**src/rtl/core/uule_pkg.sv**
```systemverilog
// Shared constants, types and helper functions of the uuencode line encoder.
package uule_pkg;

    localparam int LINE_BYTES  = 45;
    localparam int LINE_GROUPS = LINE_BYTES / 3;
    localparam int GRP_IDX_W   = (LINE_GROUPS > 1) ? $clog2(LINE_GROUPS) : 1;
    localparam int GRP_CNT_W   = $clog2(LINE_GROUPS + 2);
    localparam int CNT_W       = $clog2(LINE_BYTES + 1);
    localparam int CHAR_W      = 7;
    localparam int OUT_DATA_W  = 32;

    localparam logic [CHAR_W-1:0] SEQ_HIGH   = 7'd122;
    localparam logic [CHAR_W-1:0] SEQ_LOW    = 7'd97;
    localparam logic [CHAR_W-1:0] CHAR_SPACE = 7'd32;
    localparam logic [CHAR_W-1:0] CHAR_NL    = 7'd10;
    localparam logic [CHAR_W-1:0] CHAR_NONE  = 7'd0;

    localparam logic [2:0] COUNT_LEN   = 3'd1;
    localparam logic [2:0] COUNT_CLOSE = 3'd2;
    localparam logic [2:0] COUNT_TERM  = 3'd3;
    localparam logic [2:0] COUNT_GROUP = 3'd4;

    typedef enum logic [2:0] {
        ST_IDLE,
        ST_LEN,
        ST_READ,
        ST_GROUP,
        ST_CLOSE,
        ST_TERM
    } state_t;

    typedef enum logic [2:0] {
        LD_NONE,
        LD_LEN,
        LD_GRP,
        LD_CLOSE,
        LD_TERM
    } load_t;

    typedef struct packed {
        logic  store;
        logic  rd_issue;
        load_t load;
        logic  last;
    } cmd_t;

    typedef struct packed {
        logic buf_empty;
        logic fills_line;
        logic more_groups;
        logic out_free;
    } status_t;

    // Maps a 6-bit value onto the printable range starting at space.
    function automatic logic [CHAR_W-1:0] enc6(input logic [5:0] v);
        return {1'b0, v} + CHAR_SPACE;
    endfunction

    // Sequence character counts down from 'z' to 'a', then wraps.
    function automatic logic [CHAR_W-1:0] next_seq(input logic [CHAR_W-1:0] s);
        logic [CHAR_W-1:0] r;
        if (s <= SEQ_LOW || s > SEQ_HIGH)
        begin
            r = SEQ_HIGH;
        end
        else
        begin
            r = s - 7'd1;
        end
        return r;
    endfunction

endpackage

```
**src/rtl/core/uule_ctrl.sv**
```systemverilog
// Control state machine of the uuencode line encoder.
module uule_ctrl (
    input  logic             clk,
    input  logic             rst_n,
    input  logic             s_tvalid,
    input  logic             mode,
    input  uule_pkg::status_t sts,
    output logic             s_tready,
    output uule_pkg::cmd_t   cmd
);
    import uule_pkg::*;

    state_t state_reg;
    state_t state_next;
    logic   end_reg;
    logic   end_next;

    always_ff @(posedge clk or negedge rst_n)
    begin
        if (!rst_n)
        begin
            state_reg <= ST_IDLE;
            end_reg   <= 1'b0;
        end
        else
        begin
            state_reg <= state_next;
            end_reg   <= end_next;
        end
    end

    always_comb
    begin
        state_next   = state_reg;
        end_next     = end_reg;
        s_tready     = 1'b0;
        cmd.store    = 1'b0;
        cmd.rd_issue = 1'b0;
        cmd.load     = LD_NONE;
        cmd.last     = 1'b0;
        case (state_reg)
            ST_IDLE:
            begin
                s_tready = 1'b1;
                if (s_tvalid)
                begin
                    if (mode)
                    begin
                        end_next   = 1'b1;
                        state_next = sts.buf_empty ? ST_TERM : ST_LEN;
                    end
                    else
                    begin
                        cmd.store = 1'b1;
                        if (sts.fills_line)
                        begin
                            end_next   = 1'b0;
                            state_next = ST_LEN;
                        end
                    end
                end
            end
            ST_LEN:
            begin
                if (sts.out_free)
                begin
                    cmd.load   = LD_LEN;
                    state_next = ST_READ;
                end
            end
            ST_READ:
            begin
                if (sts.more_groups)
                begin
                    cmd.rd_issue = 1'b1;
                    state_next   = ST_GROUP;
                end
                else
                begin
                    state_next = ST_CLOSE;
                end
            end
            ST_GROUP:
            begin
                if (sts.out_free)
                begin
                    cmd.load   = LD_GRP;
                    state_next = ST_READ;
                end
            end
            ST_CLOSE:
            begin
                if (sts.out_free)
                begin
                    cmd.load   = LD_CLOSE;
                    cmd.last   = !end_reg;
                    state_next = end_reg ? ST_TERM : ST_IDLE;
                end
            end
            ST_TERM:
            begin
                if (sts.out_free)
                begin
                    cmd.load   = LD_TERM;
                    cmd.last   = 1'b1;
                    state_next = ST_IDLE;
                end
            end
            default:
            begin
                state_next = ST_IDLE;
            end
        endcase
    end

endmodule

```
**src/rtl/core/uule_datapath.sv**
```systemverilog
// Line buffer, counters, sequence character and output register of the encoder.
module uule_datapath (
    input  logic                              clk,
    input  logic                              rst_n,
    input  logic [7:0]                        data_byte,
    input  uule_pkg::cmd_t                    cmd,
    input  logic                              m_tready,
    output uule_pkg::status_t                 sts,
    output logic                              m_tvalid,
    output logic [uule_pkg::OUT_DATA_W-1:0]   m_tdata,
    output logic                              m_tuser,
    output logic                              m_tlast
);
    import uule_pkg::*;

    // Each entry holds one complete three-byte group, first byte on top.
    logic [23:0]          mem [LINE_GROUPS];

    logic [CNT_W-1:0]     byte_cnt_reg;
    logic [CNT_W-1:0]     byte_cnt_next;
    logic [GRP_CNT_W-1:0] grp_cnt_reg;
    logic [GRP_CNT_W-1:0] grp_cnt_next;
    logic [1:0]           lane_reg;
    logic [1:0]           lane_next;
    logic [CHAR_W-1:0]    seq_reg;
    logic [CHAR_W-1:0]    seq_next;
    logic [GRP_CNT_W-1:0] rd_idx_reg;
    logic [GRP_CNT_W-1:0] rd_idx_next;
    logic                 out_valid_reg;
    logic                 out_valid_next;

    logic [23:0]          hold_reg;
    logic [23:0]          rd_data_reg;
    logic                 use_hold_reg;
    logic [OUT_DATA_W-1:0] out_data_reg;
    logic                 out_line_end_reg;
    logic                 out_last_reg;

    logic [GRP_CNT_W-1:0] grp_total;
    logic [23:0]          grp_word;
    logic [7:0]           byte_a;
    logic [7:0]           byte_b;
    logic [7:0]           byte_c;
    logic [CHAR_W-1:0]    c0;
    logic [CHAR_W-1:0]    c1;
    logic [CHAR_W-1:0]    c2;
    logic [CHAR_W-1:0]    c3;
    logic [2:0]           cnt;
    logic                 line_end;
    logic                 do_load;
    logic                 rd_from_mem;

    assign grp_total   = grp_cnt_reg + GRP_CNT_W'(lane_reg != 2'd0);
    assign rd_from_mem = rd_idx_reg < grp_cnt_reg;
    assign do_load     = cmd.load != LD_NONE;

    assign sts.buf_empty   = byte_cnt_reg == '0;
    assign sts.fills_line  = byte_cnt_reg == CNT_W'(LINE_BYTES - 1);
    assign sts.more_groups = rd_idx_reg < grp_total;
    assign sts.out_free    = !out_valid_reg || m_tready;

    always_comb
    begin
        byte_cnt_next  = byte_cnt_reg;
        grp_cnt_next   = grp_cnt_reg;
        lane_next      = lane_reg;
        seq_next       = seq_reg;
        rd_idx_next    = rd_idx_reg;
        out_valid_next = out_valid_reg;
        if (m_tready)
        begin
            out_valid_next = 1'b0;
        end
        if (do_load)
        begin
            out_valid_next = 1'b1;
        end
        if (cmd.store)
        begin
            byte_cnt_next = byte_cnt_reg + CNT_W'(1);
            if (lane_reg == 2'd2)
            begin
                lane_next    = 2'd0;
                grp_cnt_next = grp_cnt_reg + GRP_CNT_W'(1);
            end
            else
            begin
                lane_next = lane_reg + 2'd1;
            end
        end
        if (cmd.rd_issue)
        begin
            rd_idx_next = rd_idx_reg + GRP_CNT_W'(1);
        end
        if (cmd.load == LD_CLOSE)
        begin
            byte_cnt_next = '0;
            grp_cnt_next  = '0;
            lane_next     = 2'd0;
            rd_idx_next   = '0;
            seq_next      = next_seq(seq_reg);
        end
        if (cmd.load == LD_TERM)
        begin
            seq_next = next_seq(seq_reg);
        end
    end

    always_ff @(posedge clk or negedge rst_n)
    begin
        if (!rst_n)
        begin
            byte_cnt_reg  <= '0;
            grp_cnt_reg   <= '0;
            lane_reg      <= 2'd0;
            seq_reg       <= SEQ_HIGH;
            rd_idx_reg    <= '0;
            out_valid_reg <= 1'b0;
        end
        else
        begin
            byte_cnt_reg  <= byte_cnt_next;
            grp_cnt_reg   <= grp_cnt_next;
            lane_reg      <= lane_next;
            seq_reg       <= seq_next;
            rd_idx_reg    <= rd_idx_next;
            out_valid_reg <= out_valid_next;
        end
    end

    // A partial group builds up here; the lanes not yet written stay zero.
    always_ff @(posedge clk)
    begin
        if (cmd.store)
        begin
            case (lane_reg)
                2'd0:    hold_reg <= {data_byte, 16'd0};
                2'd1:    hold_reg[15:8] <= data_byte;
                default: hold_reg <= hold_reg;
            endcase
        end
    end

    always_ff @(posedge clk)
    begin
        if (cmd.store && lane_reg == 2'd2)
        begin
            mem[grp_cnt_reg[GRP_IDX_W-1:0]] <= {hold_reg[23:8], data_byte};
        end
    end

    always_ff @(posedge clk)
    begin
        if (cmd.rd_issue)
        begin
            use_hold_reg <= !rd_from_mem;
            if (rd_from_mem)
            begin
                rd_data_reg <= mem[rd_idx_reg[GRP_IDX_W-1:0]];
            end
        end
    end

    assign grp_word = use_hold_reg ? hold_reg : rd_data_reg;
    assign byte_a   = grp_word[23:16];
    assign byte_b   = grp_word[15:8];
    assign byte_c   = grp_word[7:0];

    always_comb
    begin
        c0       = CHAR_NONE;
        c1       = CHAR_NONE;
        c2       = CHAR_NONE;
        c3       = CHAR_NONE;
        cnt      = COUNT_LEN;
        line_end = 1'b0;
        case (cmd.load)
            LD_LEN:
            begin
                c0  = enc6(6'(byte_cnt_reg));
                cnt = COUNT_LEN;
            end
            LD_GRP:
            begin
                c0  = enc6(byte_a[7:2]);
                c1  = enc6({byte_a[1:0], byte_b[7:4]});
                c2  = enc6({byte_b[3:0], byte_c[7:6]});
                c3  = enc6(byte_c[5:0]);
                cnt = COUNT_GROUP;
            end
            LD_CLOSE:
            begin
                c0       = seq_reg;
                c1       = CHAR_NL;
                cnt      = COUNT_CLOSE;
                line_end = 1'b1;
            end
            LD_TERM:
            begin
                c0       = CHAR_SPACE;
                c1       = seq_reg;
                c2       = CHAR_NL;
                cnt      = COUNT_TERM;
                line_end = 1'b1;
            end
            default:
            begin
                cnt = COUNT_LEN;
            end
        endcase
    end

    always_ff @(posedge clk)
    begin
        if (do_load)
        begin
            out_data_reg     <= {1'b0, cnt, c3, c2, c1, c0};
            out_line_end_reg <= line_end;
            out_last_reg     <= cmd.last;
        end
    end

    assign m_tvalid = out_valid_reg;
    assign m_tdata  = out_data_reg;
    assign m_tuser  = out_line_end_reg;
    assign m_tlast  = out_last_reg;

    a_count_bound: assert property (@(posedge clk) disable iff (!rst_n)
        byte_cnt_reg <= CNT_W'(LINE_BYTES))
        else $error("byte count beyond line length");

    a_count_split: assert property (@(posedge clk) disable iff (!rst_n)
        byte_cnt_reg == CNT_W'(grp_cnt_reg * 3 + lane_reg))
        else $error("byte count disagrees with group count and lane");

    a_load_free: assert property (@(posedge clk) disable iff (!rst_n)
        do_load |-> sts.out_free)
        else $error("chunk loaded over an unaccepted beat");

    a_seq_range: assert property (@(posedge clk) disable iff (!rst_n)
        seq_reg >= SEQ_LOW && seq_reg <= SEQ_HIGH)
        else $error("sequence character out of range");

    a_read_bound: assert property (@(posedge clk) disable iff (!rst_n)
        cmd.rd_issue |=> rd_idx_reg <= grp_total)
        else $error("group read past end of line");

endmodule

```
**src/rtl/core/uuencode_line_encoder_unit.sv**
```systemverilog
// Top level of the uuencode line encoder: controller plus datapath.
//
// Raw bytes arrive on the s_ channel, one per beat. s_tuser is the mode: 0 carries
// a data byte in s_tdata, 1 marks end of input (s_tdata ignored). Bytes collect
// into a 45-byte line. When the 45th byte arrives, or at end of input with bytes
// pending, the line leaves on the m_ channel as chunks of one to four characters:
// the length character, one four-character chunk per three bytes, then the
// sequence character with newline. End of input also sends the terminator chunk
// (space, sequence character, newline). m_tlast marks the final chunk caused by
// one input beat; m_tuser marks chunks that end with a newline.
// The beat that causes a line moves the controller to ST_LEN, which loads the
// length chunk into the output register once it is free. Bytes that do not
// complete a line are accepted back to back. A line takes the length chunk, then
// per group a registered buffer read and an output load, then a step to find no
// group left and the closing chunk, plus the terminator after an end. Input
// is refused until the last chunk of the line is loaded. A stalled receiver
// makes the output register hold its beat and the controller wait; nothing is
// lost or repeated. Reset empties the buffer and sets the sequence to 'z'.
module uuencode_line_encoder_unit (
    input  logic        clk,
    input  logic        rst_n,
    input  logic        s_tvalid,
    output logic        s_tready,
    input  logic [7:0]  s_tdata,   // [7:0] data_byte
    input  logic        s_tuser,   // [0] mode
    output logic        m_tvalid,
    input  logic        m_tready,
    output logic [31:0] m_tdata,   // [6:0] char0, [13:7] char1, [20:14] char2,
                                   // [27:21] char3, [30:28] char_count, [31] zero
    output logic        m_tuser,   // [0] line_end
    output logic        m_tlast    // last
);
    import uule_pkg::*;

    cmd_t    cmd;
    status_t sts;

    // The controller sequences the chunks of a line.
    uule_ctrl u_ctrl (
        .clk      (clk),
        .rst_n    (rst_n),
        .s_tvalid (s_tvalid),
        .mode     (s_tuser),
        .sts      (sts),
        .s_tready (s_tready),
        .cmd      (cmd)
    );

    // The datapath holds the line buffer and builds each output beat.
    uule_datapath u_datapath (
        .clk       (clk),
        .rst_n     (rst_n),
        .data_byte (s_tdata),
        .cmd       (cmd),
        .m_tready  (m_tready),
        .sts       (sts),
        .m_tvalid  (m_tvalid),
        .m_tdata   (m_tdata),
        .m_tuser   (m_tuser),
        .m_tlast   (m_tlast)
    );

endmodule

```
**config.mk**
```make
export PLATFORM = sky130hd
export DESIGN_NAME = uuencode_line_encoder_unit
export DESIGN_NICKNAME = d
export VERILOG_FILES = /design/src/rtl/core/uule_pkg.sv /design/src/rtl/core/uule_ctrl.sv /design/src/rtl/core/uule_datapath.sv /design/src/rtl/core/uuencode_line_encoder_unit.sv
export SDC_FILE = /design/constraint.sdc
export NUM_CORES = 1
export LEC_CHECK = 0
export ABC_CLOCK_PERIOD_IN_PS = 4510
export BUFFER_PORTS_ARGS = -buffer_cell sky130_fd_sc_hd__buf_2
export CAP_MARGIN = 10
export CORE_MARGIN = 2
export CORE_UTILIZATION = 62
export CTS_CLUSTER_SIZE = 10
export DETAILED_ROUTE_END_ITERATION = 8
export PLACE_DENSITY = 0.75
export SLEW_MARGIN = 20
export SYNTH_ARGS = -nofsm -noshare
export SYNTH_HDL_FRONTEND = slang
export SYNTH_SLANG_ARGS = --single-unit
```
**constraint.sdc**
```tcl
create_clock -name clk -period 4.51 [get_ports clk]
set_clock_uncertainty 0.2 [all_clocks]
set_input_delay 0.2255 -clock clk [delete_from_list [all_inputs] [get_ports clk]]
set_output_delay 0.2255 -clock clk [all_outputs]
set_load 0.01 [all_outputs]
```
==> flow_summary.toml <==
[logic_synthesis]
synth-seq-area-share_pct = 75.40
synthMuxAreaShare_pct = 14.12
synth_edf_count = 434
yosysWarnings = 0
synth-seq-cells = 464
syn_inst = 956
avgSynthCellArea_sq_um = 19.13
synth_top_family_by_area = "multiplexers"
synth_compound_area_share_pct = 2.798
synthXorXnorAreaFrac_pct = 0.5268
synth_area_sq_um = 18290
synthTopCellsByArea = "edfxtp_1, mux4_2, dfrtp_1"
yosysTopAreaCell = "edfxtp_1"
syn-num-nets = 989
synth.distinct_cells = 46
synth_fa_ha_area_share_pct = 1.368
synth_top_area_share_pct = 71.26
ys.flop_type = "edfxtp_1"
synth_simple_gate_area_share_pct = 4.262
synthArstFlopShare_pct = 6.466

[hold_path]
holdPathEnd = "u_ctrl.state_reg[0]"
min_from = "s_tvalid"
holdPathStages = 4
hold_class = "input pin to register"

[clocking]
ctsHoldBuffers = 12
cts_root_buffer = "clkbuf_16"
cts_buffer_depth = 3
cts_tree = "yes"
clk_pin_slew_ns = 0.06
cts_sinks = 464
cts_buffers = 52
post_cts_buffers = 0
clk_latency_ns = 0.56
cts_resized = 0
htree_num_levels = 2

[critical_path]
cpMaxStageDelayCell = "nor2_2"
reg2reg_slack_ns = 0.74
path_delay_family = "simple AND/OR/NAND/NOR gates"
worst_path_most_repeated_cell = "ha_1"
setup.worst_path.start = "u_datapath.lane_reg[0]"
crit_chain = "or2_2, ha_1, ha_1, xnor2_1, ha_1, a21o_1, a31oi_1, o211ai_1, nor2_2, buf_12"
arrival_ns = 3.82
cp.required_ns = 4.55
setup.worst_path.end_class = "register"
cp.buffers_inverters = 1
r2r_end = "u_datapath.rd_data_reg[18]"
cp-start-kind = "register"
critPathKind = "register to register"
ff2ff_path_depth = 10
worstPathMaxFanout = 17
cpPeakStageDelay_ns = 0.55
r2r_start = "u_datapath.lane_reg[0]"

[sta]
min_period_over_period_pct = 83.69
final_max_slew_viol_count = 0
tns_ns = 0
min_period_ns = 3.775
slew_headroom_pct = 37.02
setup_viol = 0
finalWorstSetupSlack_ns = 0.7354
rsz0062_at_grt = "no"
fmax_ghz = 0.2649
finalHoldViolCount = 0
tightest_slew_ns = 0.9412

[floorplan]
dieArea_sq_um = 30890
start_util_pct = 63.38
die-height_microns = 175.8
fp.coreArea_sq_um = 28860
io_pins = 49
rows = 62
die_w_microns = 175.8

[power]
p_per_area_nw_per_um2 = 591.7
leakage_nw = 6.924
ir_worst_vdd_uv = 407.8

[final_layout]
area_growth_pct = 13.03
drive_gt1_share_pct = 23.81
multiInputGateArea_sq_um = 4282
mostFrequentLayoutCells = "edfxtp_1, mux4_2, nand2_1"
stdcell_count = 1455
largest_reg_flops = 360
antennaDiodeCount = 0
seq_area_sq_um = 13800
final_nets = 1083
fill_cells = 1722
layout_commonest_cell = "edfxtp_1"

[placed_design]
place_congestion = 0.8614
hpwl_microns = 22020
pre_cts_ws_ns = 0.7398
place_inst = 1368
io_buffers = 47

[routing]
wl_met3_microns = 2859
drt_first_pass_iters = 5
initialDrtViolationCount = 1018
routed_wl_microns = 39000
drc = 0
routed_via_density = 6.433
top_layer_used = "met4"
met1_length_microns = 15670
wire_per_inst_microns = 26.80
dr_wl_met2_microns = 19350
detail-route-antenna-nets = 0
vias = 9360

[global_routing]
grt_util_all_layers_pct = 26.45
grt_max_degree = 68
grt-ovfl-total = 0
antenna_found_initial = 0
grt_pass1_vias = 9521
grt_pass1_wl_microns = 59360

[run_status]
outcome = "complete, no violations"

[job]
max-cap-violations = 0
per-stage QoR:
stage | instance area, sq um | hold slack, ns | util (%) | total power, mW
global route | 20670 | 0.1308 | 71.64 | 12.75
floorplan | 18290 | -0.2701 | - | 7.704
detailed placement | 19100 | 0.1262 | 66.19 | 8.625
CTS | 20670 | 0.02303 | 71.64 | 12.32
global placement | 19100 | 0.1194 | 66.19 | 8.567
finish | 20670 | 0.05107 | 71.64 | 12.23
metal layers:
metal | track usage (%) | vias up
met1 | 37.94 | 4832
met5 | 0 | -
met4 | 9.332 | 0
met2 | 42.42 | 468
li1 | - | 3984
met3 | 4.091 | 76
cell families after synthesis:
family,Yosys count
flip-flops,464
AND/OR/NAND/NOR,166
multiplexers,138
AO/OA/AOI/OAI,89
buffers and inverters,67
adder cells (fa/ha/maj),20
XOR/XNOR,11
other,1
cell type report:
type                    instances  area share, %
clock buffers                  73          6.827
clock inverters                 2         0.1876
inverters                      21         0.3813
multi-input cells             425          20.71
flip-flops and latches        464          66.75
well taps                     384          2.324
repair buffers                 86          2.820
power breakdown:
| group | internal (mW) | switching (mW) | total [mW] |
|---|---|---|---|
| clock | 2.14 | 1.53 | 3.67 |
| combinational | 1.37 | 1.47 | 2.84 |
| sequential | 5.22 | 0.506 | 5.73 |
worst max-delay path by stage:
stage                                       to  depth (start not counted)
global route        u_datapath.rd_data_reg[18]                         10
detailed placement  u_datapath.rd_data_reg[12]                         10
CTS                 u_datapath.rd_data_reg[19]                         10
global placement    u_datapath.rd_data_reg[12]                         10
finish              u_datapath.rd_data_reg[18]                         10
floorplan            u_datapath.rd_data_reg[0]                         10
worst register-to-register path: stages, from the launching register on:
cell and delay (ns):
dfrtp_1 0.45, or2_2 0.33, ha_1 0.22, ha_1 0.23, xnor2_1 0.14, ha_1 0.33, a21o_1 0.17, a31oi_1 0.20
o211ai_1 0.39, nor2_2 0.55, buf_12 0.27
cell usage after synthesis (all sizes together), types with 2 or more instances:
library cell  number
a21o               2
a21oi             19
a31oi              2
and2               8
and3               9
and4               2
buf               21
clkbuf            25
dfrtp             25
dfstp              5
edfxtp           434
ha                20
inv               21
mux2i             42
mux4              96
nand2             56
nand2b             8
nand3             12
nand4              3
nor2              45
nor2b              4
nor3              10
o211ai             5
o21ai             45
o22ai              5
o31ai              2
or2                3
or3                4
xnor2              8
xor2               3
(Power assumes the default switching activity.)
